File: src/hw/rtl/tcw_pkg.sv
// Package for the task check-in watchdog: field widths, register indexes,
// reset values, mode and transition codes. No dependencies.
`default_nettype none

package tcw_pkg;

  // Field widths.
  localparam int KICK_W     = 8;
  localparam int TIMEOUT_W  = 16;
  localparam int THR_W      = 8;
  localparam int COUNT_W    = 8;
  localparam int MODE_W     = 2;
  localparam int TRANS_W    = 2;
  localparam int CFG_IDX_W  = 3;
  localparam int CFG_DATA_W = 16;

  // Configuration register indexes.
  localparam logic [CFG_IDX_W-1:0] REG_TIMEOUT       = 3'd0;
  localparam logic [CFG_IDX_W-1:0] REG_THRESHOLD     = 3'd1;
  localparam logic [CFG_IDX_W-1:0] REG_MASK_NOMINAL  = 3'd2;
  localparam logic [CFG_IDX_W-1:0] REG_MASK_DEGRADED = 3'd3;
  localparam logic [CFG_IDX_W-1:0] REG_MASK_SAFE     = 3'd4;

  // Register reset values.
  localparam logic [TIMEOUT_W-1:0] TIMEOUT_RST       = 16'd1000;
  localparam logic [THR_W-1:0]     THRESHOLD_RST     = 8'd3;
  localparam logic [KICK_W-1:0]    MASK_NOMINAL_RST  = 8'h07;
  localparam logic [KICK_W-1:0]    MASK_DEGRADED_RST = 8'h07;
  localparam logic [KICK_W-1:0]    MASK_SAFE_RST     = 8'h01;

  // Input action codes.
  localparam logic ACT_TICK = 1'b0;
  localparam logic ACT_KICK = 1'b1;

  // Mode codes.
  localparam logic [MODE_W-1:0] MODE_NOMINAL  = 2'd0;
  localparam logic [MODE_W-1:0] MODE_DEGRADED = 2'd1;
  localparam logic [MODE_W-1:0] MODE_SAFE     = 2'd2;

  // Transition codes.
  localparam logic [TRANS_W-1:0] TRANS_NONE      = 2'd0;
  localparam logic [TRANS_W-1:0] TRANS_DEGRADED  = 2'd1;
  localparam logic [TRANS_W-1:0] TRANS_SAFE      = 2'd2;
  localparam logic [TRANS_W-1:0] TRANS_RECOVERED = 2'd3;

  // Payload of one result transfer.
  typedef struct packed {
    logic               window_ok;
    logic [KICK_W-1:0]  missing_bits;
    logic [MODE_W-1:0]  new_mode;
    logic [TRANS_W-1:0] transition;
    logic [COUNT_W-1:0] recovery_count;
  } result_t;

endpackage

`default_nettype wire

File: src/hw/rtl/tcw_if.sv
// Handshake channels of the task check-in watchdog: item input, result
// output and configuration write. Depends on tcw_pkg.
`default_nettype none

// Input items: ticks and kicks.
interface tcw_in_if import tcw_pkg::*; ();
  logic              valid;
  logic              ready;
  logic              action;
  logic [KICK_W-1:0] kick_bits;

  modport source (output valid, output action, output kick_bits, input ready);
  modport sink (input valid, input action, input kick_bits, output ready);
endinterface

// Result items, one per closed window.
interface tcw_out_if import tcw_pkg::*; ();
  logic               valid;
  logic               ready;
  logic               window_ok;
  logic [KICK_W-1:0]  missing_bits;
  logic [MODE_W-1:0]  new_mode;
  logic [TRANS_W-1:0] transition;
  logic [COUNT_W-1:0] recovery_count;

  modport source (output valid, output window_ok, output missing_bits,
                  output new_mode, output transition, output recovery_count,
                  input ready);
  modport sink (input valid, input window_ok, input missing_bits,
                input new_mode, input transition, input recovery_count,
                output ready);
endinterface

// Configuration register writes.
interface tcw_cfg_if import tcw_pkg::*; ();
  logic                  valid;
  logic                  ready;
  logic [CFG_IDX_W-1:0]  index;
  logic [CFG_DATA_W-1:0] data;

  modport source (output valid, output index, output data, input ready);
  modport sink (input valid, input index, input data, output ready);
endinterface

`default_nettype wire

File: src/hw/rtl/task_checkin_watchdog.sv
// Top level of the task check-in watchdog: input register, window judge,
// mode state and result register. Depends on tcw_pkg and tcw_if.
//
//   Channel  Dir  Payload                                         Transfer
//   in_i     in   action, kick_bits                               valid & ready
//   out_o    out  window_ok, missing_bits, new_mode, transition,  valid & ready
//                 recovery_count
//   cfg_i    in   index, data                                     valid & ready
//
// One item per cycle sustained while results are taken. An item taken at
// a rising edge is held in the input register and judged from there; a
// closed window's result is loaded into the output register at the edge
// that ends its judgment. Reset clears the window, the mode (nominal) and
// loads the register defaults. A result that is not taken stalls the judge:
// the input register then holds its item and input ready drops.
`default_nettype none

module task_checkin_watchdog
  import tcw_pkg::*;
#(
  parameter int TASK_BITS  = 8,
  parameter int TICK_WIDTH = 16
) (
  input  wire         clk_i,
  input  wire         rst_ni,
  tcw_in_if.sink      in_i,
  tcw_out_if.source   out_o,
  tcw_cfg_if.sink     cfg_i
);

  localparam logic [KICK_W-1:0] TaskMask = (TASK_BITS >= KICK_W) ? {KICK_W{1'b1}} :
      KICK_W'((64'd1 << TASK_BITS) - 64'd1);
  localparam logic [TICK_WIDTH-1:0] TickMax = {TICK_WIDTH{1'b1}};
  localparam int CmpW = (TICK_WIDTH > TIMEOUT_W) ? TICK_WIDTH : TIMEOUT_W;
  localparam logic [COUNT_W-1:0] CountMax = {COUNT_W{1'b1}};

  // Configuration registers.
  logic [TIMEOUT_W-1:0] timeout_q;
  logic [THR_W-1:0]     threshold_q;
  logic [KICK_W-1:0]    mask_nom_q, mask_deg_q, mask_safe_q;

  // Window and mode state.
  logic [MODE_W-1:0]     mode_q, mode_d;
  logic [KICK_W-1:0]     rcv_q, rcv_d;
  logic [TICK_WIDTH-1:0] tick_q, tick_d;
  logic [COUNT_W-1:0]    cnt_q, cnt_d;

  // Input register.
  logic              in_valid_q;
  logic              in_action_q;
  logic [KICK_W-1:0] in_kick_q;

  // Output register.
  logic    out_valid_q;
  result_t out_q, res_d;

  logic              proc;
  logic [KICK_W-1:0] expected;
  logic [KICK_W-1:0] rcv_next;
  logic [TICK_WIDTH-1:0] tick_next;
  logic [COUNT_W-1:0] cnt_inc;
  logic              hit, tmo, close_win;

  // The held item is judged when the output register can take a result.
  assign proc        = in_valid_q && (!out_valid_q || out_o.ready);
  assign in_i.ready  = !in_valid_q || proc;
  assign cfg_i.ready = 1'b1;

  // Configuration writes; indexes past the list are dropped.
  always_ff @(posedge clk_i or negedge rst_ni) begin
    if (!rst_ni) begin
      timeout_q   <= TIMEOUT_RST;
      threshold_q <= THRESHOLD_RST;
      mask_nom_q  <= MASK_NOMINAL_RST;
      mask_deg_q  <= MASK_DEGRADED_RST;
      mask_safe_q <= MASK_SAFE_RST;
    end else if (cfg_i.valid) begin
      case (cfg_i.index)
        REG_TIMEOUT:       timeout_q   <= cfg_i.data;
        REG_THRESHOLD:     threshold_q <= cfg_i.data[THR_W-1:0];
        REG_MASK_NOMINAL:  mask_nom_q  <= cfg_i.data[KICK_W-1:0];
        REG_MASK_DEGRADED: mask_deg_q  <= cfg_i.data[KICK_W-1:0];
        REG_MASK_SAFE:     mask_safe_q <= cfg_i.data[KICK_W-1:0];
        default: ;
      endcase
    end
  end

  // Input register: load on every input transfer.
  always_ff @(posedge clk_i or negedge rst_ni) begin
    if (!rst_ni) begin
      in_valid_q <= 1'b0;
    end else if (in_i.ready) begin
      in_valid_q <= in_i.valid;
    end
  end

  always_ff @(posedge clk_i) begin
    if (in_i.valid && in_i.ready) begin
      in_action_q <= in_i.action;
      in_kick_q   <= in_i.kick_bits;
    end
  end

  // Expected bits of the current mode.
  always_comb begin
    case (mode_q)
      MODE_NOMINAL:  expected = mask_nom_q & TaskMask;
      MODE_DEGRADED: expected = mask_deg_q & TaskMask;
      default:       expected = mask_safe_q & TaskMask;
    endcase
  end

  // Window update and judgment for the held item.
  always_comb begin
    rcv_next  = rcv_q;
    tick_next = tick_q;
    if (in_action_q == ACT_KICK) begin
      rcv_next = rcv_q | (in_kick_q & TaskMask);
    end else if (tick_q != TickMax) begin
      tick_next = tick_q + 1'b1;
    end
    cnt_inc   = (cnt_q != CountMax) ? cnt_q + 1'b1 : cnt_q;
    hit       = (rcv_next & expected) == expected;
    tmo       = CmpW'(tick_next) >= CmpW'(timeout_q);
    close_win = hit || tmo;

    mode_d = mode_q;
    cnt_d  = cnt_q;
    res_d.window_ok    = hit;
    res_d.missing_bits = '0;
    res_d.transition   = TRANS_NONE;
    if (hit) begin
      if (mode_q == MODE_DEGRADED) begin
        cnt_d = cnt_inc;
        if (cnt_inc >= threshold_q) begin
          mode_d           = MODE_NOMINAL;
          cnt_d            = '0;
          res_d.transition = TRANS_RECOVERED;
        end
      end else begin
        cnt_d = '0;
      end
    end else begin
      res_d.missing_bits = expected & ~rcv_next;
      if (mode_q == MODE_NOMINAL) begin
        mode_d           = MODE_DEGRADED;
        res_d.transition = TRANS_DEGRADED;
      end else if (mode_q == MODE_DEGRADED) begin
        mode_d           = MODE_SAFE;
        res_d.transition = TRANS_SAFE;
      end
    end
    res_d.new_mode       = mode_d;
    res_d.recovery_count = cnt_d;

    // A closed window starts empty.
    rcv_d  = close_win ? '0 : rcv_next;
    tick_d = close_win ? '0 : tick_next;
  end

  // Window registers advance once per judged item; mode and count change only when the window closes.
  always_ff @(posedge clk_i or negedge rst_ni) begin
    if (!rst_ni) begin
      mode_q <= MODE_NOMINAL;
      rcv_q  <= '0;
      tick_q <= '0;
      cnt_q  <= '0;
    end else if (proc) begin
      rcv_q  <= rcv_d;
      tick_q <= tick_d;
      if (close_win) begin
        mode_q <= mode_d;
        cnt_q  <= cnt_d;
      end
    end
  end

  // Result register.
  always_ff @(posedge clk_i or negedge rst_ni) begin
    if (!rst_ni) begin
      out_valid_q <= 1'b0;
    end else if (proc && close_win) begin
      out_valid_q <= 1'b1;
    end else if (out_o.ready) begin
      out_valid_q <= 1'b0;
    end
  end

  always_ff @(posedge clk_i) begin
    if (proc && close_win) begin
      out_q <= res_d;
    end
  end

  assign out_o.valid          = out_valid_q;
  assign out_o.window_ok      = out_q.window_ok;
  assign out_o.missing_bits   = out_q.missing_bits;
  assign out_o.new_mode       = out_q.new_mode;
  assign out_o.transition     = out_q.transition;
  assign out_o.recovery_count = out_q.recovery_count;

  // Safe mode is never left.
  a_safe_sticky: assert property (@(posedge clk_i) disable iff (!rst_ni)
      mode_q == MODE_SAFE |=> mode_q == MODE_SAFE)
    else $error("mode left safe");

  // A recovery reports nominal mode and a cleared count.
  a_recover: assert property (@(posedge clk_i) disable iff (!rst_ni)
      out_valid_q && out_q.transition == TRANS_RECOVERED |->
      out_q.new_mode == MODE_NOMINAL && out_q.recovery_count == '0 && out_q.window_ok)
    else $error("bad recovery result");

  // A successful window reports no missing bits.
  a_ok_missing: assert property (@(posedge clk_i) disable iff (!rst_ni)
      out_valid_q && out_q.window_ok |-> out_q.missing_bits == '0)
    else $error("success with missing bits");

  // A judged item that closes the window leaves it empty.
  a_window_clear: assert property (@(posedge clk_i) disable iff (!rst_ni)
      proc && close_win |=> rcv_q == '0 && tick_q == '0)
    else $error("window not cleared");

endmodule

`default_nettype wire
File: src/flat_wrapper.sv
// flat-port wrapper written by rule: the top's interface ports become plain ports
module task_checkin_watchdog_flat import tcw_pkg::*;
#(
  parameter int TASK_BITS  = 8,
  parameter int TICK_WIDTH = 16
)
  (clk_i, rst_ni, in_i_valid, in_i_action, in_i_kick_bits, in_i_ready, out_o_valid, out_o_window_ok, out_o_missing_bits, out_o_new_mode, out_o_transition, out_o_recovery_count, out_o_ready, cfg_i_valid, cfg_i_index, cfg_i_data, cfg_i_ready);
  tcw_in_if in_i_i ();
  tcw_out_if out_o_i ();
  tcw_cfg_if cfg_i_i ();
  input  wire clk_i;
  input  wire rst_ni;
  input wire logic [$bits(in_i_i.valid)-1:0] in_i_valid;
  input wire logic [$bits(in_i_i.action)-1:0] in_i_action;
  input wire logic [$bits(in_i_i.kick_bits)-1:0] in_i_kick_bits;
  output wire logic [$bits(in_i_i.ready)-1:0] in_i_ready;
  output wire logic [$bits(out_o_i.valid)-1:0] out_o_valid;
  output wire logic [$bits(out_o_i.window_ok)-1:0] out_o_window_ok;
  output wire logic [$bits(out_o_i.missing_bits)-1:0] out_o_missing_bits;
  output wire logic [$bits(out_o_i.new_mode)-1:0] out_o_new_mode;
  output wire logic [$bits(out_o_i.transition)-1:0] out_o_transition;
  output wire logic [$bits(out_o_i.recovery_count)-1:0] out_o_recovery_count;
  input wire logic [$bits(out_o_i.ready)-1:0] out_o_ready;
  input wire logic [$bits(cfg_i_i.valid)-1:0] cfg_i_valid;
  input wire logic [$bits(cfg_i_i.index)-1:0] cfg_i_index;
  input wire logic [$bits(cfg_i_i.data)-1:0] cfg_i_data;
  output wire logic [$bits(cfg_i_i.ready)-1:0] cfg_i_ready;
  assign in_i_i.valid = in_i_valid;
  assign in_i_i.action = in_i_action;
  assign in_i_i.kick_bits = in_i_kick_bits;
  assign in_i_ready = in_i_i.ready;
  assign out_o_valid = out_o_i.valid;
  assign out_o_window_ok = out_o_i.window_ok;
  assign out_o_missing_bits = out_o_i.missing_bits;
  assign out_o_new_mode = out_o_i.new_mode;
  assign out_o_transition = out_o_i.transition;
  assign out_o_recovery_count = out_o_i.recovery_count;
  assign out_o_i.ready = out_o_ready;
  assign cfg_i_i.valid = cfg_i_valid;
  assign cfg_i_i.index = cfg_i_index;
  assign cfg_i_i.data = cfg_i_data;
  assign cfg_i_ready = cfg_i_i.ready;
  task_checkin_watchdog #(.TASK_BITS(TASK_BITS), .TICK_WIDTH(TICK_WIDTH)) u_core (.clk_i(clk_i), .rst_ni(rst_ni), .in_i(in_i_i), .out_o(out_o_i), .cfg_i(cfg_i_i));
endmodule
File: config.mk
export PLATFORM = sky130hd
export DESIGN_NAME = task_checkin_watchdog_flat
export DESIGN_NICKNAME = d
export VERILOG_FILES = /design/src/hw/rtl/tcw_pkg.sv /design/src/hw/rtl/tcw_if.sv /design/src/hw/rtl/task_checkin_watchdog.sv /design/src/flat_wrapper.sv
export SDC_FILE = /design/constraint.sdc
export NUM_CORES = 1
export LEC_CHECK = 0
export BUFFER_PORTS_ARGS = -buffer_cell sky130_fd_sc_hd__buf_4
export CAP_MARGIN = 20
export CORE_MARGIN = 4
export CORE_UTILIZATION = 64
export CTS_CLUSTER_SIZE = 8
export DETAILED_ROUTE_END_ITERATION = 6
export PLACE_DENSITY = 0.95
export SYNTH_ARGS = -nofsm -noshare
export SYNTH_HDL_FRONTEND = slang
export SYNTH_SLANG_ARGS = --single-unit
File: constraint.sdc
create_clock -name clk_i -period 9 [get_ports clk_i]
set_input_delay 1.8 -clock clk_i [delete_from_list [all_inputs] [get_ports clk_i]]
set_output_delay 1.8 -clock clk_i [all_outputs]
set_load 0.01 [all_outputs]
==> results.toml, run 1 <==
[outcome]
outcome = "completed"

[clock_tree]
clk_pin_slew_worst_paths_ns = 0.06
cts_root_buffer = "sky130_fd_sc_hd__clkbuf_8"
clk-insertion-delay-late_ns = 0.53
cts_repair_resize_count = 0
cts-buffers-inserted = 17
clock_tree.htree_level_count = 4
ctsLongestPathBuffers = 2
cts-hold-fix-buffers = 0
postCtsSetupBuffers = 0
clock_sinks = 114
cts_tree = "built"

[layout]
antenna_cells = 0
fillers = 504
layout.cells.non_filler = 711
fin_nets = 653
final_layout_size_suffix_gt1_share_pct = 28.7
area_added_between_synthesis_and_finish_pct = 17.8

[sta]
timing.slew.headroom_pct = 38.4
setup_total_negative_slack_ns = 0
fin_skew_ns = 0.00846
worstMarginPinSlew_ns = 0.922
finalMaxSlewViolations = 0
hold_viol = 0
rsz0062_at_grt = "false"
clock.fmax_ghz = 0.204
timing.final.setup_violations = 0
min_period_over_period_pct = 54.5
timing.final.crit_period_ns = 4.91

[yosys]
yosys_most_used_dff = "sky130_fd_sc_hd__dfrtp_1"
synth_area_leaders = "sky130_fd_sc_hd__dfrtp_1 29%, sky130_fd_sc_hd__edfxtp_1 15%, sky130_fd_sc_hd__mux2_2 6.9%"
yosys_register_bits = 114
synth_enable_flop_cells = 30
mappedNetlistNets = 597
synthesis.area_per_instance_sq_um = 11.0
yosys.area.top_type_share_pct = 29.3
synth_area_sq_um = 5890
synth_largest_area_cell = "sky130_fd_sc_hd__dfrtp_1"
seq_area_frac_synth_pct = 51.3
yosys.cell_types.count = 59
synth_warnings = 0
syn-instance-count = 534
async_reset_ff_share_pct = 73.7

[power_and_ir_drop]
power_leakage_uw = 0.00311
irDropWorstVdd_uv = 198
pwr_density_cell_nw_per_um2 = 303

[place]
portBuffers = 55
dpl.hpwl_mm = 9.01
finalWeightedCongestion = 0.889
place.detailed.instances = 676

[global_routing]
global_routing_s_busiest_layer = "met2"
grtUsageTotal_pct = 27.7
overflow_after_grt = 0
groute.layer.met3.usage_pct = 8.57
initial_antenna_violation_count = 0
grt_start_max_net_pins = 85
number_of_global_route_vias_before_repair = 4716
grt.met1_usage_pct = 32.9
grtUsageMet2_pct = 44.7
grt_first_pass_wirelength_mm = 23.7

[detailed_routing]
drt-vias-per-instance = 6.52
detail_route.wirelength_mm = 14.3
routedWlPerCell_microns = 20.0
routed-via-count = 4635
drt_pass1_iterations = 5
drt-initial-drc-count = 488
drc = 0
antenna_left = 0

[setup_path]
worst-endpoint-required_ns = 9.11
regToRegStartpoint = "u_core.tick_q[0]"
cp_max_fo = 21
cp_slowest_cell = "sky130_fd_sc_hd__inv_1"
cp.arrival_ns = 5.02
path_cells = "ha_1 > nand3_1 > or3_1 > o21bai_4 > nor3_1 > xor2_1 > ha_1 > a21oi_1 > o21ai_0 > a2111oi_0 > a21oi_1 > o21ai_0 > inv_1"
critical_path.endpoint_type = "flip-flop"
crit_start = "u_core.tick_q[0]"
critPathMaxStageDelay_ns = 0.53
crit_type = "flip-flop to flip-flop"
worst_setup_path_start_kind = "flip-flop"
worst-r2r-setup-slack_ns = 4.09

[floorplanning]
pin_count = 57
die_h_microns = 104
floorplan.core_area_sq_um = 8850
initial_core_util_pct = 66.6
die-area_sq_um = 10800
rows = 34
die_w_microns = 104

[min_path]
min-delay-start = "u_core.mask_safe_q[5]"
hold_class = "flip-flop to flip-flop"

[flow_run]
max-cap-violations = 0
-- synth_stat cells (12+ instances only) --
cell / instances
sky130_fd_sc_hd__o21ai_0: 34
sky130_fd_sc_hd__inv_1: 39
sky130_fd_sc_hd__dfstp_2: 15
sky130_fd_sc_hd__dfrtp_1: 69
sky130_fd_sc_hd__edfxtp_1: 30
sky130_fd_sc_hd__nand2_1: 45
sky130_fd_sc_hd__mux2_2: 36
sky130_fd_sc_hd__nand3_1: 16
sky130_fd_sc_hd__nor2_1: 14
sky130_fd_sc_hd__a21oi_1: 28
sky130_fd_sc_hd__ha_1: 30
sky130_fd_sc_hd__a31o_2: 12
sky130_fd_sc_hd__and2_1: 18
-- path summary, 6_finish.rpt --
kind                       cells past startpoint                      endpoint
min in group asynchronous                      1              u_core.tick_q[8]
setup reg to reg                              13  u_core.out_o.missing_bits[0]
hold reg to reg                                1         u_core.mask_safe_q[5]
hold / removal                                 1         u_core.mask_safe_q[5]
max in group asynchronous                      2           u_core.timeout_q[5]
setup / recovery                              13  u_core.out_o.missing_bits[0]
-- power by group --
group,switching (uW),internal [uW],leakage [uW]
registers,77.1,698,0.00132
clock network,252,397,0.000278
logic,421,261,0.00151
total,750,1360,0.00311
-- cell type report --
type	instances	area, sq um	share of cell area [%]
flip-flops and latches	114	3020	43.5
multi-input cells	357	2600	37.4
repair buffers	60	465	6.70
clock buffers	18	418	6.02
clock inverters	14	155	2.23
inverters	40	153	2.20
well taps	108	135	1.95
-- layer usage --
layer	wire [microns]	vias up	share of wire [%]
met5	0	-	0
met4	739	0	5.2
met3	1150	93	8.0
met2	6930	294	49
met1	5440	2215	38
li1	-	2033	-
-- kinds of logic (layout without fill, tap and decap cells) --
group,Yosys count,count (layout),synth area share [%]
adder cells (fa/ha/maj),30,30,6.37
buffers and inverters,63,132,4.78
other,1,1,0.0636
AO/OA/AOI/OAI,127,127,14.1
XOR/XNOR,14,14,2.08
multiplexers,43,43,8.58
AND/OR/NAND/NOR,142,142,12.8
flip-flops,114,114,51.3
-- sequential cells by signal, summed over array words and instances (netlist names) --
signal	cells
u_core.out_o.window_ok	1
u_core.mask_nom_q	8
u_core.out_o.valid	1
u_core.out_o.new_mode	2
u_core.timeout_q	16
u_core.threshold_q	8
u_core.out_o.transition	2
u_core.mask_safe_q	8
u_core.mask_deg_q	8
u_core.in_kick_q	8
u_core.in_action_q	1
u_core.rcv_q	8
u_core.out_o.missing_bits	8
u_core.mode_q	2
u_core.cnt_q	8
u_core.out_o.recovery_count	8
u_core.tick_q	16
u_core.in_valid_q	1
-- per-stage QoR --
stage | power, uW | setup slack [ns] | util, % | area, sq um | hold slack (ns)
floorplan | 1240 | 5.10 | - | 5890 | 0.472
global placement | 1380 | 4.70 | 71.6 | 6330 | 0.481
detailed placement | 1430 | 4.37 | 71.6 | 6330 | 0.492
CTS | 2090 | 4.30 | 78.1 | 6910 | 0.505
global route | 2210 | 3.86 | 78.5 | 6940 | 0.539
finish | 2110 | 4.09 | 78.5 | 6940 | 0.503
-- cells in the final DEF, fill, tap and decap left out, drive strengths merged, types with 4 or more instances in the layout --
cell    instances
mux2           42
a31o           12
o21a            4
clkbuf         18
nand2          45
a21oi          28
or2             5
ha             30
o21ai          43
a31oi           9
nand3          16
and2           18
dfstp          15
nand4           8
inv            44
edfxtp         30
dfrtp          69
nor2           16
nor3b          10
clkinv          6
buf            60
a22o           11
xnor2          11
nor3            9
-- critical path, delay by kind of cell (launching register included) --
family / cells / cell delay [ns]
compound gates: 6 / 1.83
xor+xnor: 1 / 0.25
fa+ha+maj: 2 / 0.54
buf+inv: 1 / 0.53
flops: 1 / 0.49
simple gates: 3 / 0.85
Power figures use the tool's default switching activity.
==> run 2: changes to the inputs <==
--- a/config.mk
+++ b/config.mk
@@ -8,10 +8,10 @@
 export BUFFER_PORTS_ARGS = -buffer_cell sky130_fd_sc_hd__buf_4
 export CAP_MARGIN = 20
 export CORE_MARGIN = 4
-export CORE_UTILIZATION = 64
+export CORE_UTILIZATION = 59
 export CTS_CLUSTER_SIZE = 8
 export DETAILED_ROUTE_END_ITERATION = 6
-export PLACE_DENSITY = 0.95
+export PLACE_DENSITY = 0.92
 export SYNTH_ARGS = -nofsm -noshare
 export SYNTH_HDL_FRONTEND = slang
 export SYNTH_SLANG_ARGS = --single-unit
==> constraint.sdc (replaced) <==
create_clock -name clk_i -period 5.01 [get_ports clk_i]
set_input_delay 1.002 -clock clk_i [delete_from_list [all_inputs] [get_ports clk_i]]
set_output_delay 1.002 -clock clk_i [all_outputs]
set_load 0.01 [all_outputs]
==> results.toml, run 2 (synthesis gave the netlist of run 1 again) <==
[setup_path]
reg2regPathDepth = 13
critPathMaxStageDelay_ns = 0.54
worst-endpoint-required_ns = 5.12
crit_type = "flip-flop to flip-flop"
cp_max_fo = 21
cp_slowest_cell = "sky130_fd_sc_hd__inv_1"
path_cells = "ha_1 > nand3_1 > or3_1 > o21bai_4 > nor3_1 > xnor2_1 > ha_1 > a21oi_1 > o21ai_0 > a2111oi_0 > a21oi_1 > o21ai_0 > inv_1"
worst_setup_path_start_kind = "flip-flop"
worstReg2RegEnd = "u_core.out_o.new_mode[1]"
cp.arrival_ns = 4.65
worst-r2r-setup-slack_ns = 0.47
critical_path.endpoint_type = "flip-flop"
regToRegStartpoint = "u_core.tick_q[0]"

[sta]
timing.slew.headroom_pct = 40.8
final_layout_worst_hold_slack_ns = 0.362
fin_skew_ns = 0.0102
finalMaxSlewViolations = 0
timing.final.crit_period_ns = 4.54
clock.fmax_ghz = 0.220
setup_total_negative_slack_ns = 0
worstMarginPinSlew_ns = 0.888
timing.final.setup_violations = 0
min_period_over_period_pct = 90.6
hold_viol = 0
rsz0062_at_grt = "false"

[clock_tree]
cts_repair_resize_count = 0
clock_sinks = 114
postCtsSetupBuffers = 0
cts_tree = "built"
cts-hold-fix-buffers = 0
ctsLongestPathBuffers = 2
clock_tree.htree_level_count = 4
clk-insertion-delay-late_ns = 0.52
cts_root_buffer = "sky130_fd_sc_hd__clkbuf_8"
clk_pin_slew_worst_paths_ns = 0.05
cts-buffers-inserted = 17

[layout]
final_layout_size_suffix_gt1_share_pct = 28.5
area_added_between_synthesis_and_finish_pct = 18.3
mostFrequentLayoutCells = "69 x sky130_fd_sc_hd__dfrtp_1, 60 x sky130_fd_sc_hd__buf_4, 45 x sky130_fd_sc_hd__nand2_1"
antenna_cells = 0
fin_nets = 654
most_frequent_standard_cell_in_the_layout_excluding_fill_and_tap_cells = "sky130_fd_sc_hd__dfrtp_1"
post-route-util_pct = 71.7
reg_top3 = "u_core.tick_q x16, u_core.timeout_q x16"

[outcome]
outcome = "completed"

[global_routing]
initial_antenna_violation_count = 0
grtUsageTotal_pct = 25.3
grt_start_max_net_pins = 85
number_of_global_route_vias_before_repair = 4686
overflow_after_grt = 0
grt_first_pass_wirelength_mm = 22.7

[floorplanning]
initial_core_util_pct = 60.6
die_w_microns = 108
die-area_sq_um = 11700
rows = 36
pin_count = 57
die_h_microns = 108
floorplan.core_area_sq_um = 9730

[detailed_routing]
drc = 0
routedWlPerCell_microns = 18.6
drt-vias-per-instance = 6.10
drt-initial-drc-count = 345
antenna_left = 0
routed-via-count = 4496
drt_pass1_iterations = 7
detail_route.wirelength_mm = 13.7

[place]
dpl.hpwl_mm = 8.95
finalWeightedCongestion = 0.848
portBuffers = 55

[power_and_ir_drop]
intPower_uw = 2450
power_leakage_uw = 0.00311
irDropWorstVdd_uv = 349
clkPwrFrac_pct = 30.3
swShare_pct = 34.6
power.share.combinational_pct = 32.7
power_uw = 3750
pwr_density_cell_nw_per_um2 = 538
power.share.sequential_pct = 37.1
power.net_switching_uw = 1300

[flow_run]
max-cap-violations = 0

[min_path]
hold_class = "input port to asynchronous set/reset pin"
[run 2: worst max-delay path by stage]
stage / slack (ns) / startpoint / cells past startpoint / end
floorplan: 1.11 / u_core.tick_q[0] / 12 / u_core.out_o.missing_bits[0]
global placement: 0.92 / u_core.tick_q[0] / 13 / u_core.out_o.recovery_count[2]
detailed placement: 0.55 / u_core.tick_q[0] / 13 / u_core.out_o.recovery_count[4]
CTS: 0.53 / u_core.tick_q[0] / 13 / u_core.out_o.new_mode[1]
global route: 0.16 / u_core.tick_q[0] / 13 / u_core.out_o.new_mode[1]
finish: 0.47 / u_core.tick_q[0] / 13 / u_core.out_o.new_mode[1]
[run 2: per-layer routing]
layer / track usage (%) / vias up / part of all wire (%)
li1: - / 2031 / -
met1: 31.4 / 2205 / 40
met2: 41.4 / 200 / 50
met3: 6.81 / 60 / 6.2
met4: 11.8 / 0 / 3.8
met5: 0 / - / 0
[run 2: power by group through the flow]
stage	Combinational, uW	Clock, uW	Sequential (uW)
final	1230	1140	1390
after global placement	1120	0	1380
after floorplan	833	0	1390
after detailed placement	1180	0	1390
after CTS	1210	1140	1380
after global routing	1340	1180	1420
[run 2: worst max-delay path, delay by kind of cell, from the launching register on]
kind | cells | cell delay [ns]
XOR/XNOR | 1 | 0.22
adder cells (fa/ha/maj) | 2 | 0.50
AND/OR/NAND/NOR | 3 | 0.78
flip-flops | 1 | 0.46
buffers and inverters | 1 | 0.54
AO/OA/AOI/OAI | 6 | 1.60
[run 2: cell type report]
| type | instances | area, sq um |
|---|---|---|
| Clock buffer | 21 | 449 |
| Fill cell | 663 | 2750 |
| Tap cell | 133 | 166 |
| Sequential cell | 114 | 3020 |
| Clock inverter | 11 | 111 |
| Multi-Input combinational cell | 357 | 2600 |
| Timing Repair Buffer | 61 | 478 |
| Inverter | 40 | 153 |
[run 2: stage by stage]
step	worst slack, ns	instances	area (sq um)
floorplan	1.11	534	5890
global placement	0.916	703	6380
detailed placement	0.550	703	6380
CTS	0.534	735	6940
global route	0.162	737	6980
finish	0.473	737	6980
